==> config.mk <==
export PLATFORM = sky130hd
export DESIGN_NAME = rtmp_video_chunk_packetizer
export DESIGN_NICKNAME = d
export VERILOG_FILES = /design/src/rtl/core/rvcp_pkg.sv /design/src/rtl/core/rtmp_video_chunk_packetizer.sv /design/src/rtl/core/rvcp_queue.sv /design/src/rtl/core/rvcp_front.sv /design/src/rtl/core/rvcp_back.sv
export SDC_FILE = /design/constraint.sdc
export NUM_CORES = 1
export LEC_CHECK = 0
export ABC_AREA = 1
export BUFFER_PORTS_ARGS = -buffer_cell sky130_fd_sc_hd__buf_2
export CAP_MARGIN = 5
export CORE_MARGIN = 1
export CORE_UTILIZATION = 58
export CTS_BUF_LIST = sky130_fd_sc_hd__clkbuf_2 sky130_fd_sc_hd__clkbuf_4 sky130_fd_sc_hd__clkbuf_8
export DETAILED_ROUTE_END_ITERATION = 10
export PLACE_DENSITY = 0.79
export SYNTH_ARGS = -nofsm -noshare
export SYNTH_HDL_FRONTEND = slang
export SYNTH_SLANG_ARGS = --single-unit
==> constraint.sdc <==
create_clock -name clock -period 5.4 [get_ports clock]
set_clock_uncertainty 0.15 [all_clocks]
set_input_delay 0.54 -clock clock [delete_from_list [all_inputs] [get_ports clock]]
set_output_delay 0.54 -clock clock [all_outputs]
set_load 0.01 [all_outputs]
==> src/rtl/core/rvcp_pkg.sv <==
// ----------------------------------------------------------------------------
// RTMP video chunk packetizer package
// Shared constants, the queue entry format and command kinds.
// ----------------------------------------------------------------------------
package rvcp_pkg;

   // Fixed sizes of the framing.
   localparam int HEADER_BYTES      = 21;
   localparam int STEP_W            = 5;
   localparam int POS_W             = 13;
   localparam int QUEUE_DEPTH_DFLT  = 4;

   // Chunk size limits, as log2 of the body size.
   localparam logic [3:0] LOG2_MIN  = 4'd4;
   localparam logic [3:0] LOG2_MAX  = 4'd12;

   // Register reset values.
   localparam logic [3:0]  RST_CHUNK_LOG2 = 4'd7;
   localparam logic [15:0] RST_TS_STEP    = 16'd40;
   localparam logic [31:0] RST_STREAM_ID  = 32'd1;

   // Header and separator byte codes.
   localparam logic [7:0] BYTE_CHUNK_FMT0  = 8'h05;
   localparam logic [7:0] BYTE_MSG_VIDEO   = 8'h09;
   localparam logic [7:0] BYTE_TAG_KEY     = 8'h17;
   localparam logic [7:0] BYTE_TAG_INTER   = 8'h27;
   localparam logic [7:0] BYTE_AVC_NALU    = 8'h01;
   localparam logic [7:0] BYTE_ZERO        = 8'h00;
   localparam logic [7:0] BYTE_CHUNK_FMT3  = 8'hC5;

   // Configuration register indexes.
   localparam logic [1:0] CSR_CHUNK_LOG2 = 2'd0;
   localparam logic [1:0] CSR_TS_STEP    = 2'd1;
   localparam logic [1:0] CSR_STREAM_ID  = 2'd2;

   // What the back end has to emit for one accepted payload byte.
   typedef enum logic [1:0] {
      KIND_HDR,   // message header, then the byte
      KIND_SEP,   // chunk separator, then the byte
      KIND_BYTE   // the byte alone
   } kind_type;

   typedef struct packed {
      kind_type    kind;
      logic [7:0]  data;
      logic        last;
      logic        key;
      logic [23:0] timestamp;
      logic [23:0] msg_len;
      logic [23:0] frame_len;
   } entry_type;

endpackage

==> src/rtl/core/rtmp_video_chunk_packetizer.sv <==
// ----------------------------------------------------------------------------
// RTMP video chunk packetizer
// Frames H.264 payload bytes as RTMP video messages split into chunks.
// ----------------------------------------------------------------------------
// Each payload byte is one input transaction; the output carries one byte of
// the RTMP stream per transaction. A byte inside a chunk goes out alone, a
// byte that opens a new chunk after a separator, and the first byte of a
// frame after the chunk header and the video tag header. The back end drives
// one byte a cycle into its output register while the output does not stall.
// A short command queue sits between the front end and the back end, so
// input keeps flowing until the queue fills while the header of a frame goes
// out. Frames before the first key frame are dropped without output. Write the
// configuration registers only while no frame is in flight.
// ----------------------------------------------------------------------------
module rtmp_video_chunk_packetizer
   import rvcp_pkg::*;
#(
   parameter int QUEUE_DEPTH = QUEUE_DEPTH_DFLT
) (
   input  logic        clock,
   input  logic        reset,
   // Input channel
   input  logic        req_valid,
   output logic        req_stall,
   input  logic [7:0]  req_data_byte,
   input  logic        req_first_byte,
   input  logic        req_last_byte,
   input  logic        req_key_frame,
   input  logic [23:0] req_frame_len,
   // Result channel
   output logic        rsp_valid,
   input  logic        rsp_stall,
   output logic [7:0]  rsp_out_byte,
   output logic        rsp_out_last,
   // Configuration port
   input  logic        csr_write_enable,
   input  logic [1:0]  csr_index,
   input  logic [31:0] csr_write_data
);

   logic [3:0]  chunk_log2_ff;
   logic [15:0] ts_step_ff;
   logic [31:0] stream_id_ff;
   logic [3:0]  eff_log2;

   logic        queue_full;
   logic        push;
   entry_type   push_entry;
   logic        pop;
   logic        head_valid;
   entry_type   head_entry;

   // Configuration registers.
   always_ff @(posedge clock) begin
      if (reset) begin
         chunk_log2_ff <= RST_CHUNK_LOG2;
         ts_step_ff    <= RST_TS_STEP;
         stream_id_ff  <= RST_STREAM_ID;
      end else if (csr_write_enable) begin
         unique case (csr_index)
            CSR_CHUNK_LOG2: chunk_log2_ff <= csr_write_data[3:0];
            CSR_TS_STEP:    ts_step_ff    <= csr_write_data[15:0];
            CSR_STREAM_ID:  stream_id_ff  <= csr_write_data;
            default: ;
         endcase
      end
   end

   // Clamp the chunk size to the supported range.
   always_comb begin
      if (chunk_log2_ff < LOG2_MIN) begin
         eff_log2 = LOG2_MIN;
      end else if (chunk_log2_ff > LOG2_MAX) begin
         eff_log2 = LOG2_MAX;
      end else begin
         eff_log2 = chunk_log2_ff;
      end
   end

   rvcp_front u_front (
      .clock          (clock),
      .reset          (reset),
      .req_valid      (req_valid),
      .req_stall      (req_stall),
      .req_data_byte  (req_data_byte),
      .req_first_byte (req_first_byte),
      .req_last_byte  (req_last_byte),
      .req_key_frame  (req_key_frame),
      .req_frame_len  (req_frame_len),
      .chunk_log2     (eff_log2),
      .timestamp_step (ts_step_ff),
      .queue_full     (queue_full),
      .push           (push),
      .push_entry     (push_entry)
   );

   rvcp_queue #(
      .DEPTH (QUEUE_DEPTH)
   ) u_queue (
      .clock      (clock),
      .reset      (reset),
      .push       (push),
      .push_entry (push_entry),
      .full       (queue_full),
      .pop        (pop),
      .head_valid (head_valid),
      .head_entry (head_entry)
   );

   rvcp_back u_back (
      .clock        (clock),
      .reset        (reset),
      .head_valid   (head_valid),
      .head_entry   (head_entry),
      .stream_id    (stream_id_ff),
      .pop          (pop),
      .rsp_valid    (rsp_valid),
      .rsp_stall    (rsp_stall),
      .rsp_out_byte (rsp_out_byte),
      .rsp_out_last (rsp_out_last)
   );

endmodule

==> src/rtl/core/rvcp_queue.sv <==
// ----------------------------------------------------------------------------
// RTMP packetizer command queue
// Small first-in first-out buffer between the front and the back end.
// ----------------------------------------------------------------------------
module rvcp_queue
   import rvcp_pkg::*;
#(
   parameter int DEPTH = QUEUE_DEPTH_DFLT
) (
   input  logic      clock,
   input  logic      reset,
   input  logic      push,
   input  entry_type push_entry,
   output logic      full,
   input  logic      pop,
   output logic      head_valid,
   output entry_type head_entry
);

   localparam int PTR_W = (DEPTH > 1) ? $clog2(DEPTH) : 1;
   localparam int CNT_W = $clog2(DEPTH + 1);

   entry_type          store_ff [DEPTH];
   logic [PTR_W-1:0]   wr_ptr_ff, wr_ptr_in;
   logic [PTR_W-1:0]   rd_ptr_ff, rd_ptr_in;
   logic [CNT_W-1:0]   count_ff, count_in;

   assign full       = (count_ff == CNT_W'(DEPTH));
   assign head_valid = (count_ff != '0);
   assign head_entry = store_ff[rd_ptr_ff];

   // Pointer and fill count updates.
   always_comb begin
      wr_ptr_in = wr_ptr_ff;
      rd_ptr_in = rd_ptr_ff;
      count_in  = count_ff;
      if (push) begin
         wr_ptr_in = (wr_ptr_ff == PTR_W'(DEPTH - 1)) ? '0 : wr_ptr_ff + 1'b1;
      end
      if (pop) begin
         rd_ptr_in = (rd_ptr_ff == PTR_W'(DEPTH - 1)) ? '0 : rd_ptr_ff + 1'b1;
      end
      if (push && !pop) begin
         count_in = count_ff + 1'b1;
      end else if (pop && !push) begin
         count_in = count_ff - 1'b1;
      end
   end

   always_ff @(posedge clock) begin
      if (reset) begin
         wr_ptr_ff <= '0;
         rd_ptr_ff <= '0;
         count_ff  <= '0;
      end else begin
         wr_ptr_ff <= wr_ptr_in;
         rd_ptr_ff <= rd_ptr_in;
         count_ff  <= count_in;
      end
   end

   // Entry storage needs no reset.
   always_ff @(posedge clock) begin
      if (push) begin
         store_ff[wr_ptr_ff] <= push_entry;
      end
   end

endmodule

==> src/rtl/core/rvcp_front.sv <==
// ----------------------------------------------------------------------------
// RTMP packetizer front end
// Accepts payload bytes, tracks frame and chunk state and queues commands.
// ----------------------------------------------------------------------------
module rvcp_front
   import rvcp_pkg::*;
(
   input  logic        clock,
   input  logic        reset,
   input  logic        req_valid,
   output logic        req_stall,
   input  logic [7:0]  req_data_byte,
   input  logic        req_first_byte,
   input  logic        req_last_byte,
   input  logic        req_key_frame,
   input  logic [23:0] req_frame_len,
   input  logic [3:0]  chunk_log2,
   input  logic [15:0] timestamp_step,
   input  logic        queue_full,
   output logic        push,
   output entry_type   push_entry
);

   logic             started_ff, started_in;
   logic             dropping_ff, dropping_in;
   logic             in_frame_ff, in_frame_in;
   logic [23:0]      timestamp_ff, timestamp_in;
   logic [POS_W-1:0] pos_ff, pos_in;

   logic             accept;
   logic             emit;
   logic             sep;
   logic [POS_W-1:0] chunk_size;
   logic [24:0]      len_plus8;
   logic [23:0]      extra_chunks;
   logic [23:0]      msg_len;

   assign req_stall = queue_full;
   assign accept    = req_valid && !queue_full;

   // Chunk size and the message length field: len + 9 + (chunks - 1).
   assign chunk_size   = POS_W'(1) << chunk_log2;
   assign len_plus8    = {1'b0, req_frame_len} + 25'd8;
   assign extra_chunks = 24'(len_plus8 >> chunk_log2);
   assign msg_len      = req_frame_len + 24'd9 + extra_chunks;
   assign sep          = (pos_ff >= chunk_size);

   // Classify the transaction and work out the next frame state.
   always_comb begin
      started_in   = started_ff;
      dropping_in  = dropping_ff;
      in_frame_in  = in_frame_ff;
      timestamp_in = timestamp_ff;
      pos_in       = pos_ff;
      emit         = 1'b0;
      push_entry.kind      = KIND_BYTE;
      push_entry.data      = req_data_byte;
      push_entry.last      = req_last_byte;
      push_entry.key       = req_key_frame;
      push_entry.timestamp = timestamp_ff;
      push_entry.msg_len   = msg_len;
      push_entry.frame_len = req_frame_len;
      if (req_first_byte) begin
         dropping_in = 1'b0;
         in_frame_in = 1'b0;
         if (req_key_frame || started_ff) begin
            // The header leaves nine body bytes in the first chunk, always
            // fewer than the smallest chunk, so no separator follows it.
            started_in      = 1'b1;
            emit            = 1'b1;
            push_entry.kind = KIND_HDR;
            timestamp_in    = timestamp_ff + {8'd0, timestamp_step};
            pos_in          = POS_W'(10);
            in_frame_in     = !req_last_byte;
         end else begin
            dropping_in = !req_last_byte;
         end
      end else if (dropping_ff) begin
         if (req_last_byte) begin
            dropping_in = 1'b0;
         end
      end else if (in_frame_ff) begin
         emit            = 1'b1;
         push_entry.kind = sep ? KIND_SEP : KIND_BYTE;
         pos_in          = sep ? POS_W'(1) : pos_ff + 1'b1;
         if (req_last_byte) begin
            in_frame_in = 1'b0;
         end
      end
   end

   assign push = accept && emit;

   always_ff @(posedge clock) begin
      if (reset) begin
         started_ff   <= 1'b0;
         dropping_ff  <= 1'b0;
         in_frame_ff  <= 1'b0;
         timestamp_ff <= '0;
         pos_ff       <= '0;
      end else if (accept) begin
         started_ff   <= started_in;
         dropping_ff  <= dropping_in;
         in_frame_ff  <= in_frame_in;
         timestamp_ff <= timestamp_in;
         pos_ff       <= pos_in;
      end
   end

endmodule

==> src/rtl/core/rvcp_back.sv <==
// ----------------------------------------------------------------------------
// RTMP packetizer back end
// Expands queued commands into output bytes, one a cycle while not stalled.
// ----------------------------------------------------------------------------
module rvcp_back
   import rvcp_pkg::*;
(
   input  logic        clock,
   input  logic        reset,
   input  logic        head_valid,
   input  entry_type   head_entry,
   input  logic [31:0] stream_id,
   output logic        pop,
   output logic        rsp_valid,
   input  logic        rsp_stall,
   output logic [7:0]  rsp_out_byte,
   output logic        rsp_out_last
);

   logic [STEP_W-1:0] step_ff, step_in;
   logic              rsp_valid_ff, rsp_valid_in;
   logic [7:0]        byte_ff, byte_in;
   logic              last_ff, last_in;

   logic              free;
   logic              advance;
   logic              data_step;
   logic [7:0]        hdr_byte;

   assign free    = !rsp_valid_ff || !rsp_stall;
   assign advance = free && head_valid;

   // The payload byte goes out after the header or the separator.
   always_comb begin
      case (head_entry.kind)
         KIND_HDR: data_step = (step_ff == STEP_W'(HEADER_BYTES));
         KIND_SEP: data_step = (step_ff != '0);
         default:  data_step = 1'b1;
      endcase
   end

   // Header byte at the current position.
   always_comb begin
      case (step_ff)
         5'd0:    hdr_byte = BYTE_CHUNK_FMT0;
         5'd1:    hdr_byte = head_entry.timestamp[23:16];
         5'd2:    hdr_byte = head_entry.timestamp[15:8];
         5'd3:    hdr_byte = head_entry.timestamp[7:0];
         5'd4:    hdr_byte = head_entry.msg_len[23:16];
         5'd5:    hdr_byte = head_entry.msg_len[15:8];
         5'd6:    hdr_byte = head_entry.msg_len[7:0];
         5'd7:    hdr_byte = BYTE_MSG_VIDEO;
         5'd8:    hdr_byte = stream_id[31:24];
         5'd9:    hdr_byte = stream_id[23:16];
         5'd10:   hdr_byte = stream_id[15:8];
         5'd11:   hdr_byte = stream_id[7:0];
         5'd12:   hdr_byte = head_entry.key ? BYTE_TAG_KEY : BYTE_TAG_INTER;
         5'd13:   hdr_byte = BYTE_AVC_NALU;
         5'd18:   hdr_byte = head_entry.frame_len[23:16];
         5'd19:   hdr_byte = head_entry.frame_len[15:8];
         5'd20:   hdr_byte = head_entry.frame_len[7:0];
         default: hdr_byte = BYTE_ZERO;
      endcase
   end

   // Output register and step counter.
   always_comb begin
      step_in      = step_ff;
      rsp_valid_in = rsp_valid_ff && rsp_stall;
      byte_in      = byte_ff;
      last_in      = last_ff;
      if (advance) begin
         rsp_valid_in = 1'b1;
         if (data_step) begin
            byte_in = head_entry.data;
            last_in = head_entry.last;
            step_in = '0;
         end else begin
            byte_in = (head_entry.kind == KIND_SEP) ? BYTE_CHUNK_FMT3 : hdr_byte;
            last_in = 1'b0;
            step_in = step_ff + 1'b1;
         end
      end
   end

   assign pop          = advance && data_step;
   assign rsp_valid    = rsp_valid_ff;
   assign rsp_out_byte = byte_ff;
   assign rsp_out_last = last_ff;

   always_ff @(posedge clock) begin
      if (reset) begin
         step_ff      <= '0;
         rsp_valid_ff <= 1'b0;
      end else begin
         step_ff      <= step_in;
         rsp_valid_ff <= rsp_valid_in;
      end
   end

   always_ff @(posedge clock) begin
      byte_ff <= byte_in;
      last_ff <= last_in;
   end

endmodule
# Word-level counts from Yosys, hierarchy flattened
# Memory sizes are Yosys's and may differ from the RTL's. A register that Yosys moved wholly into a read port is not among the register bits.
# Index checks and enable logic that the tools add are counted.
[totals] reg_bits=114 mem_bits_rw=336 input_bits=74 output_inout_bits=11 n_memories=1
[op_classes] addsub=10 magnitude_cmp=3 n_eq_ne=25 n_shift=2 muxes=39 n_reduce_logical=28
[mem_list] memory="u_queue.store_ff" depth=4 width=84 rd=1 rd_clocked_by_memory_dff=1 write_ports=1 line_no="rvcp_queue.sv:23" text="entry_type store_ff [DEPTH];"
[op_table] op="$pmux 8 s17" n=1
[op_table] op="$mux 13" n=5
[op_table] op="$eq 5x4->1 const B" n=6
[op_table] op="$add 24x4->25 const B" n=1
[op_table] op="$shr 25x4->24" n=1
[op_table] op="$add 24x16->24" n=1
[op_table] op="$add 24x24->24" n=1
[op_table] op="$add 24x4->24 const B" n=1
[op_table] op="$eq 5x3->1 const B" n=4
[op_table] op="$eq 5x5->1 const B" n=4
[op_table] op="$mux 2" n=9
[op_table] op="$mux 8" n=2
[op_table] op="$mux 1" n=15
[op_table] op="$add 13x1->13 const B" n=1
[op_table] op="$ge 13x13->1" n=1
[op_table] op="$shl 1x4->13 const A" n=1
[op_table] op="$eq 5x2->1 const B" n=2
[op_table] op="$mux 4" n=2
[op_table] op="$reduce_and 2->1" n=4
[op_table] op="$logic_and 1x1->1" n=7
[op_table] op="$eq 2x2->1 const B" n=3
[op_table] op="$logic_not 1->1" n=6
[op_table] op="$mux 3" n=2
[op_table] op="$mux 6" n=1
[op_table] op="21 further kinds" n=26

# Longest topological paths before layout
# Gate-level depths: netlist of run 1.
[depth] ltp_word=9 mapped_depth=25 ltp_nobuf=24

# By module
# Synthesis of run 1 repeated with hierarchy kept, for this count alone.
[hier_totals] hier_cells=2646 area_unflattened_um2=23308.6
[by_module_without_submodules] mod="rvcp_queue" instances=1 cells_each=872 area_each_um2=12882.4
[by_module_without_submodules] mod="rvcp_front" instances=1 cells_each=1087 area_each_um2=6391.1
[by_module_without_submodules] mod="rtmp_video_chunk_packetizer" instances=1 cells_each=331 area_each_um2=2219.6
[by_module_without_submodules] mod="rvcp_back" instances=1 cells_each=356 area_each_um2=1815.5

# Worst setup path before layout of run 1
# No wires, ideal clock.
[synth_timing] kind="input-to-reg" start="input port req_first_byte" end="memory u_queue.store_ff[0][0] (netlist name), enable pin" setup_time_ns=0.528 arrival_time_ns=4.709 setup_slack_ns=0.013 path_stages=6 path_cell_list="nor3b_1 > nand2_1 > nand2_2 > inv_2 > buf_6 > nor2_1"
[synth_between] elab_chain_cells=4
[synth_rtl] item="start, declared" line_no="rtmp_video_chunk_packetizer.sv:26" text="input logic req_first_byte,"
[synth_rtl] item="$mux 1" line_no="rvcp_front.sv:63" text="if (req_first_byte) begin"
[synth_rtl] item="$logic_and 1x1->1" line_no="rvcp_front.sv:92" text="assign push = accept && emit;"
[synth_rtl] item="$mux 1" line_no="rvcp_queue.sv:64" text="if (push) begin"
[synth_rtl] item="$mux 1 (implied by the code)" line_no="rvcp_queue.sv:65" text="store_ff[wr_ptr_ff] <= push_entry;"
[synth_rtl] item="end, declared" line_no="rvcp_queue.sv:23"
# No other way between the ends.

==> flow_metrics.env, run 1 <==
export IMPL_syn_avg_cell_area_um2=9.33
export IMPL_ys_warn_count=0
export IMPL_cp_startpoint="chunk_log2_ff[3]$_SDFFE_PP0P_"
export IMPL_rows=71
export IMPL_reg2reg_slack_ns=0.57
export IMPL_setup_viol=0
export IMPL_synth_fa_ha_area_share_pct=5.04
export IMPL_synthXorXnorAreaFrac_pct=1.67
export IMPL_initial_core_util_pct=59.4
export IMPL_final_setup_tns_ns=0
export IMPL_numCtsBuffers=73
export IMPL_ioPinCount=85
export IMPL_holdCritPathClass="input port to flip-flop"
export IMPL_cp_start_kind="flip-flop"
export IMPL_cts_buffer_depth=3
export IMPL_ir_worst_vdd_uv=282
export IMPL_combPwrFrac_pct=31.2
export IMPL_clkPwrFrac_pct=28.2
export IMPL_r2r_start="chunk_log2_ff[3]$_SDFFE_PP0P_"
export IMPL_whs_endpoint="stream_id_ff[8]$_SDFFE_PP0P_"
export IMPL_nets=2702
export IMPL_synthCells=2414
export IMPL_grt_pass1_vias=17400
export IMPL_p_leak_nw=9.99
export IMPL_p_int_w=0.00667
export IMPL_crit_path_end_kind="flip-flop"
export IMPL_design_die_area_um2=39600
export IMPL_drt_iter0_markers=1832
export IMPL_maxCapViolCount=0
export IMPL_cts_resized=0
export IMPL_antenna_found_initial=0
export IMPL_insertion_delay_ns=0.64
export IMPL_worstHoldStart="csr_write_data[8]"
export IMPL_drive_above_1_share_pct=12.1
export IMPL_vias=18300
export IMPL_core_area_um2=37900
export IMPL_switching_share_pct=36.4
export IMPL_place_congestion=0.961
export IMPL_p_sw_w=0.00383
export IMPL_crit_arrival_ns=5.08
export IMPL_holdBufCountCts=32
export IMPL_synth_seq_area_share_pct=55.5
export IMPL_rr_endpoint="u_queue.store_ff[1][41]$_DFFE_PP_"
export IMPL_seqPwrFrac_pct=40.6
export IMPL_synth_mux_area_share_pct=0
export IMPL_grt_util_all_layers_pct=31.9
export IMPL_relSlewSlack_pct=29.4
export IMPL_place_hpwl_um=42400
export IMPL_synth_area_leaders="edfxtp_1, dfxtp_1, nand2_1"
export IMPL_postCtsSetupBuffers=0
export IMPL_synth_compound_area_share_pct=11.6
export IMPL_worstMarginPinSlew_ns=1.06
export IMPL_ys_ff_latch=452
export IMPL_grt_pass1_wl_um=95500
export IMPL_r2r_cells=23
export IMPL_io_buffers=84
export IMPL_synth_top_area_cell="edfxtp_1"
export IMPL_vias_per_cell=5.90
export IMPL_synth_top_family_by_area="simple AND/OR/NAND/NOR gates"
export IMPL_cts_tree="built"
export IMPL_yosys_cell_types_count=58
export IMPL_drt_wl_total_um=62400
export IMPL_drtAntennaViolNets=0
export IMPL_finalHoldViolations=0
export IMPL_cp_required_ns=5.65
export IMPL_overflow=0
export IMPL_cp_max_fo=24
export IMPL_grt_start_max_net_pins=135
export IMPL_htree_levels=3
export IMPL_die_h_um=199
export IMPL_drc=0
export IMPL_hold_depth=3
export IMPL_clock_sinks=452
export IMPL_finalCritPeriodShare_pct=89.5
export IMPL_synthFlopType="edfxtp_1"
export IMPL_crit_type="flip-flop to flip-flop"
export IMPL_post_route_min_period_ns=4.83
export IMPL_power_total_w=0.0105
export IMPL_path_clk_slew_ns=0.06
export IMPL_netlist_area_um2=22500
export IMPL_wire_per_inst_um=20.1
export IMPL_yosys_area_share_simple_pct=21.3
export IMPL_power_density_nw_per_um2=418
export IMPL_stdcell_count=3109
export IMPL_rsz0062_at_grt="false"
export IMPL_cpPeakStageDelay_ns=0.41
export IMPL_netlist_area_leader_share_pct=46.0
export IMPL_max_freq_mhz=207
export IMPL_first_pass_iters=5
export IMPL_synthToLayoutAreaGrowth_pct=11.6
export IMPL_place_inst=2943
export IMPL_crit_path_cell_trace="buf_4, inv_2, nand2_1, nand2_4, nor2_8, inv_2, nand3_1, nand3_1, nand2_1, nand2_1, nand3_1, nand2_1, ha_1, ha_1, inv_1, fa_1, o21ai_2, nand3_1, nand3_1, nand2_1, nor2_1, nor2_1, xnor2_1"
export IMPL_outcome="complete, no violations"
export IMPL_synthArstFlopShare_pct=0
export IMPL_slew_viol_final=0
export IMPL_ctsRootBufferMaster="clkbuf_8"
export IMPL_cp_slowest_cell="fa_1"
export IMPL_chipWidth_um=199
export IMPL_synth_enable_flop_cells=345
[kinds of logic (layout without fill, tap and decap cells)]
kind of cell / count (synthesis) / count (layout)
fa+ha+maj: 89 / 89
xor+xnor: 43 / 43
buf+inv: 238 / 417
flops: 452 / 452
other cells: 2 / 7
compound gates: 475 / 475
simple gates: 1115 / 1115
[per-stage QoR]
step / worst slack, ns / hold slack, ns / utilization, % / area, um2
3_5_place_dp: 0.686 / 0.295 / 61.5 / 23300
4_1_cts: 0.659 / 0.00172 / 66.3 / 25100
6_report: 0.569 / 0.0307 / 66.3 / 25100
2_1_floorplan: 0.0125 / 0.279 / - / 22500
3_3_place_gp: 0.726 / 0.289 / 61.5 / 23300
5_1_grt: 0.174 / 0.0137 / 66.3 / 25100
[final cells by class]
class / instances / area (um2)
Antenna cell: 1 / 2.50
Clock inverter: 30 / 229
Clock buffer: 103 / 1250
Tap cell: 511 / 639
Multi-Input combinational cell: 1728 / 8990
Timing Repair Buffer: 138 / 968
Sequential cell: 452 / 12500
Fill cell: 2938 / 12800
Inverter: 146 / 551
[Yosys cell counts (all sizes together), types with 15 or more instances]
library cell,number
clkbuf,29
nor2,439
buf,63
nand3,168
xor2,28
o21ai,268
inv,144
a21oi,96
dfxtp,107
nor3,19
nand4,31
nand2,440
ha,86
edfxtp,345
o22ai,62
xnor2,15
[routing by layer]
layer | vias to the layer above | part of all wire (%) | global-route usage [%]
met5 | - | 0 | 0
met2 | 904 | 46 | 50.3
met1 | 8666 | 42 | 43.9
met4 | 0 | 3.1 | 11.6
li1 | 8632 | - | -
met3 | 132 | 9.3 | 6.01
[power groups by stage]
| stage | Clock, W | Sequential [W] | Combinational, W |
|---|---|---|---|
| 3_3_place_gp | 0 | 0.00432 | 0.00310 |
| 3_5_place_dp | 0 | 0.00433 | 0.00317 |
| 2_1_floorplan | 0 | 0.00428 | 0.00227 |
| 6_report | 0.00296 | 0.00426 | 0.00328 |
| 4_1_cts | 0.00300 | 0.00425 | 0.00321 |
| 5_1_grt | 0.00315 | 0.00428 | 0.00357 |
[state kept, by name, indices dropped and copies added, names as in the netlist, 2 cells and up, named ones only]
| name | flops |
|---|---|
| u_back.step_ff | 5 |
| chunk_log2_ff | 4 |
| u_back.rsp_out_byte | 8 |
| stream_id_ff | 32 |
| ts_step_ff | 16 |
| u_front.pos_ff | 13 |
| u_queue.rd_ptr_ff | 2 |
| u_queue.wr_ptr_ff | 2 |
| u_queue.count_ff | 3 |
| u_front.timestamp_ff | 24 |
| u_queue.store_ff | 336 |
[worst max path at each step]
stage,to,slack [ns],cells after the start
3_5_place_dp,u_queue.store_ff[1][47]$_DFFE_PP_,0.69,22
5_1_grt,u_queue.store_ff[2][41]$_DFFE_PP_,0.17,23
2_1_floorplan,u_queue.store_ff[0][0]$_DFFE_PP_,0.01,6
6_report,u_queue.store_ff[1][41]$_DFFE_PP_,0.57,23
3_3_place_gp,u_queue.store_ff[1][47]$_DFFE_PP_,0.73,22
4_1_cts,u_queue.store_ff[0][47]$_DFFE_PP_,0.66,22
[critical path, delay by kind of cell, from the launching register on]
kind | cells | cell delay, ns
flip-flops | 1 | 0.33
AO/OA/AOI/OAI | 1 | 0.31
XOR/XNOR | 1 | 0.32
adder cells (fa/ha/maj) | 3 | 0.92
buffers and inverters | 4 | 0.83
AND/OR/NAND/NOR | 14 | 1.73
[cells in the final DEF, fill, tap and decap left out, drive strengths merged, types with 2 or more instances in the layout]
cell	netlist	final
a211oi	2	2
a21boi	3	3
a21o	11	11
a21oi	96	96
a31oi	4	4
buf	63	106
bufinv	0	2
clkbuf	29	103
clkinv	2	25
conb	2	6
dfxtp	107	107
dlygate4sd3	0	32
edfxtp	345	345
fa	3	3
ha	86	86
inv	144	148
nand2	440	440
nand3	168	168
nand3b	6	6
nand4	31	31
nor2	439	439
nor3	19	19
nor3b	3	3
nor4	5	5
o211ai	10	10
o21a	3	3
o21ai	268	268
o21bai	8	8
o221ai	4	4
o22ai	62	62
or2	2	2
xnor2	15	15
xor2	28	28
Note: power is estimated with default switching activity, not from simulation.
==> inputs of run 2 (changes only) <==
ABC_AREA = not set   (was 1)
PLACE_DENSITY = 0.8   (was 0.79)
==> flow_metrics.env, run 2 <==
export IMPL_clkPwrFrac_pct=31.2
export IMPL_antenna_found_initial=0
export IMPL_setup_slack_ns=0.412
export IMPL_cts_buffer_depth=3
export IMPL_max_freq_mhz=200
export IMPL_vias=14700
export IMPL_drtAntennaViolNets=0
export IMPL_place_congestion=0.900
export IMPL_initial_core_util_pct=59.5
export IMPL_hold_depth=3
export IMPL_setup_viol=0
export IMPL_grt_pass1_vias=14400
export IMPL_nets=1960
export IMPL_ctsRootBufferMaster="clkbuf_8"
export IMPL_finalCritPeriodShare_pct=92.4
export IMPL_grt_util_met3_pct=5.34
export IMPL_synth_seq_area_share_pct=58.6
export IMPL_maxCapViolCount=0
export IMPL_crit_path_end_kind="flip-flop"
export IMPL_drive_above_1_share_pct=19.6
export IMPL_top_register="u_queue.store_ff"
export IMPL_layout_common_cells="edfxtp_1, nand2_1, a21oi_1"
export IMPL_drt_wl_total_um=53100
export IMPL_insertion_delay_ns=0.61
export IMPL_vias_per_cell=6.36
export IMPL_yosys_cell_types_count=87
export IMPL_worstMarginPinSlew_ns=1.16
export IMPL_cp_start_kind="flip-flop"
export IMPL_synth_area_leaders="edfxtp_1, dfxtp_1, mux4_2"
export IMPL_grt_util_met2_pct=43.7
export IMPL_synthTopCellsByCount="edfxtp_1, nand2_1, a21oi_1, dfxtp_1, nor2_1"
export IMPL_synthCells=1652
export IMPL_htree_levels=3
export IMPL_overflow=0
export IMPL_crit_type="flip-flop to flip-flop"
export IMPL_drt_iter0_markers=1291
export IMPL_clock_sinks=452
export IMPL_p_leak_nw=8.50
export IMPL_place_ws_ns=0.0740
export IMPL_chipWidth_um=194
export IMPL_power_density_nw_per_um2=384
export IMPL_ir_worst_vdd_uv=263
export IMPL_r2r_cells=22
export IMPL_synthToLayoutAreaGrowth_pct=12.4
export IMPL_ys_ff_latch=452
export IMPL_fin_util_pct=66.9
export IMPL_path_clk_slew_ns=0.06
export IMPL_post_route_min_period_ns=4.99
export IMPL_synth_most_common_cell="edfxtp_1"
export IMPL_slew_viol_final=0
export IMPL_seqPwrFrac_pct=45.1
export IMPL_netlist_area_leader_share_pct=48.6
export IMPL_first_pass_iters=7
export IMPL_reg_largest_list="u_queue.store_ff: 336 flops, stream_id_ff: 32 flops, u_front.timestamp_ff: 24 flops"
export IMPL_ioPinCount=85
export IMPL_synthArstFlopShare_pct=0
export IMPL_rsz0062_at_grt="false"
export IMPL_finalHoldViolations=0
export IMPL_synthFlopType="edfxtp_1"
export IMPL_cts_tree="built"
export IMPL_grt_util_all_layers_pct=28.4
export IMPL_core_area_um2=35800
export IMPL_diodes=0
export IMPL_numCtsBuffers=73
export IMPL_synth_top_area_cell="edfxtp_1"
export IMPL_rows=69
export IMPL_p_sw_w=0.00271
export IMPL_outcome="complete, no violations"
export IMPL_grt_pass1_wl_um=81200
export IMPL_drc=0
export IMPL_p_int_w=0.00648
export IMPL_largest_register_ffs=336
export IMPL_io_buffers=84
export IMPL_cp_required_ns=5.62
export IMPL_synth_enable_flop_cells=345
export IMPL_cp_max_fo=38
export IMPL_final_common_cell="edfxtp_1"
export IMPL_ys_warn_count=0
export IMPL_crit_arrival_ns=5.20
export IMPL_holdCritPathClass="input port to flip-flop"
export IMPL_netlist_area_um2=21300
export IMPL_relSlewSlack_pct=22.2
export IMPL_syn_avg_cell_area_um2=12.9
export IMPL_grt_start_max_net_pins=85
export IMPL_die_h_um=194
export IMPL_place_hpwl_um=35700
export IMPL_combPwrFrac_pct=23.7
export IMPL_switching_share_pct=29.5
export IMPL_gr_max_usage_layer="met2"
export IMPL_design_die_area_um2=37500
export IMPL_grt_util_met1_pct=39.7
export IMPL_wire_per_inst_um=22.9
run 2: cell types whose count changed in the layout (fill, tap and decap cells not counted), sizes merged, moves of 16 or more:
| cell | delta |
|---|---|
| nor2 | -344 |
| nand2 | -228 |
| o21ai | -220 |
| nand3 | -137 |
| inv | -104 |
| mux4 | +84 |
| o22ai | -52 |
| a22oi | +34 |
| a21oi | +32 |
| xnor2 | +20 |
| buf | +19 |
| and3 | +18 |
| mux2i | +16 |
run 2: layout make-up:
type,instances,area (um2)
fillers,2541,11900
flip-flops and latches,452,12500
repair buffers,144,971
well taps,461,577
inverters,40,150
multi-input cells,1086,8330
clock buffers,96,1210
clock inverters,36,206
run 2: path summary, 6_finish.rpt:
| check | startpoint | endpoint | slack (ns) |
|---|---|---|---|
| hold reg to reg | stream_id_ff[21]$_SDFFE_PP0P_ | stream_id_ff[21]$_SDFFE_PP0P_ | 0.31 |
| setup / recovery | chunk_log2_ff[3]$_SDFFE_PP0P_ | u_queue.store_ff[3][45]$_DFFE_PP_ | 0.41 |
| setup reg to reg | chunk_log2_ff[3]$_SDFFE_PP0P_ | u_queue.store_ff[3][45]$_DFFE_PP_ | 0.41 |
| hold / removal | csr_write_data[17] | stream_id_ff[17]$_SDFFE_PP0P_ | 0.03 |
run 2: power groups by stage:
| stage | clock, W | sequential (W) | combinational, W |
|---|---|---|---|
| 6_report | 0.00287 | 0.00415 | 0.00218 |
| 5_1_grt | 0.00304 | 0.00416 | 0.00233 |
| 4_1_cts | 0.00290 | 0.00415 | 0.00217 |
| 3_5_place_dp | 0 | 0.00422 | 0.00214 |
| 3_3_place_gp | 0 | 0.00420 | 0.00208 |
| 2_1_floorplan | 0 | 0.00420 | 0.00149 |
run 2: cells by family after synthesis:
kind of cell    Yosys count  synth area share [%]
flops                   452                  58.6
buf+inv                 118                  2.51
mux                     104                  9.84
fa+ha+maj                89                  5.33
compound gates          354                  10.7
other cells               2                0.0352
xor+xnor                 56                  2.34
simple gates            477                  10.6
run 2: worst max-delay path: stages, from the launching register on:
cell and delay (ns):
dfxtp_1 0.37, xor2_2 0.32, and2_1 0.24, buf_12 0.20, nor3_1 0.08, a221oi_1 0.25, o2bb2ai_1 0.21, mux2_2 0.22
nor2_1 0.04, o32ai_1 0.25, ha_1 0.24, inv_1 0.05, ha_1 0.20, inv_1 0.08, fa_1 0.20, nor2b_1 0.08
o31ai_1 0.31, a21oi_1 0.16, o211ai_1 0.25, nand3b_1 0.17, a21oi_1 0.18, o21ai_0 0.11, xor2_1 0.38
run 2: through the flow:
stage | power (W) | hold WS, ns | area, um2 | setup TNS (ns) | std cells
after detailed placement | 0.00636 | 0.300 | 22300 | 0 | 2164
after global routing | 0.00953 | 0.0201 | 24000 | 0 | 2315
final | 0.00919 | 0.0295 | 24000 | 0 | 2315
after global placement | 0.00628 | 0.294 | 22300 | 0 | 2164
after CTS | 0.00921 | 0.0000833 | 23900 | 0 | 2315
after floorplan | 0.00569 | 0.286 | 21300 | -57.17 | 1656
run 2: what timing repair did:
action                                 in CTS  in global routing
resized for setup                           0                  1
setup endpoints to repair                   0                 16
endpoints found under the hold margin      46                  0
buffers inserted                            0                  0
hold buffers                               19                  0
run 2: per-layer routing:
metal / vias up / wire, um
met5: - / 0
met4: 0 / 2210
met2: 809 / 24200
li1: 6622 / -
met1: 7159 / 21600
met3: 141 / 5030
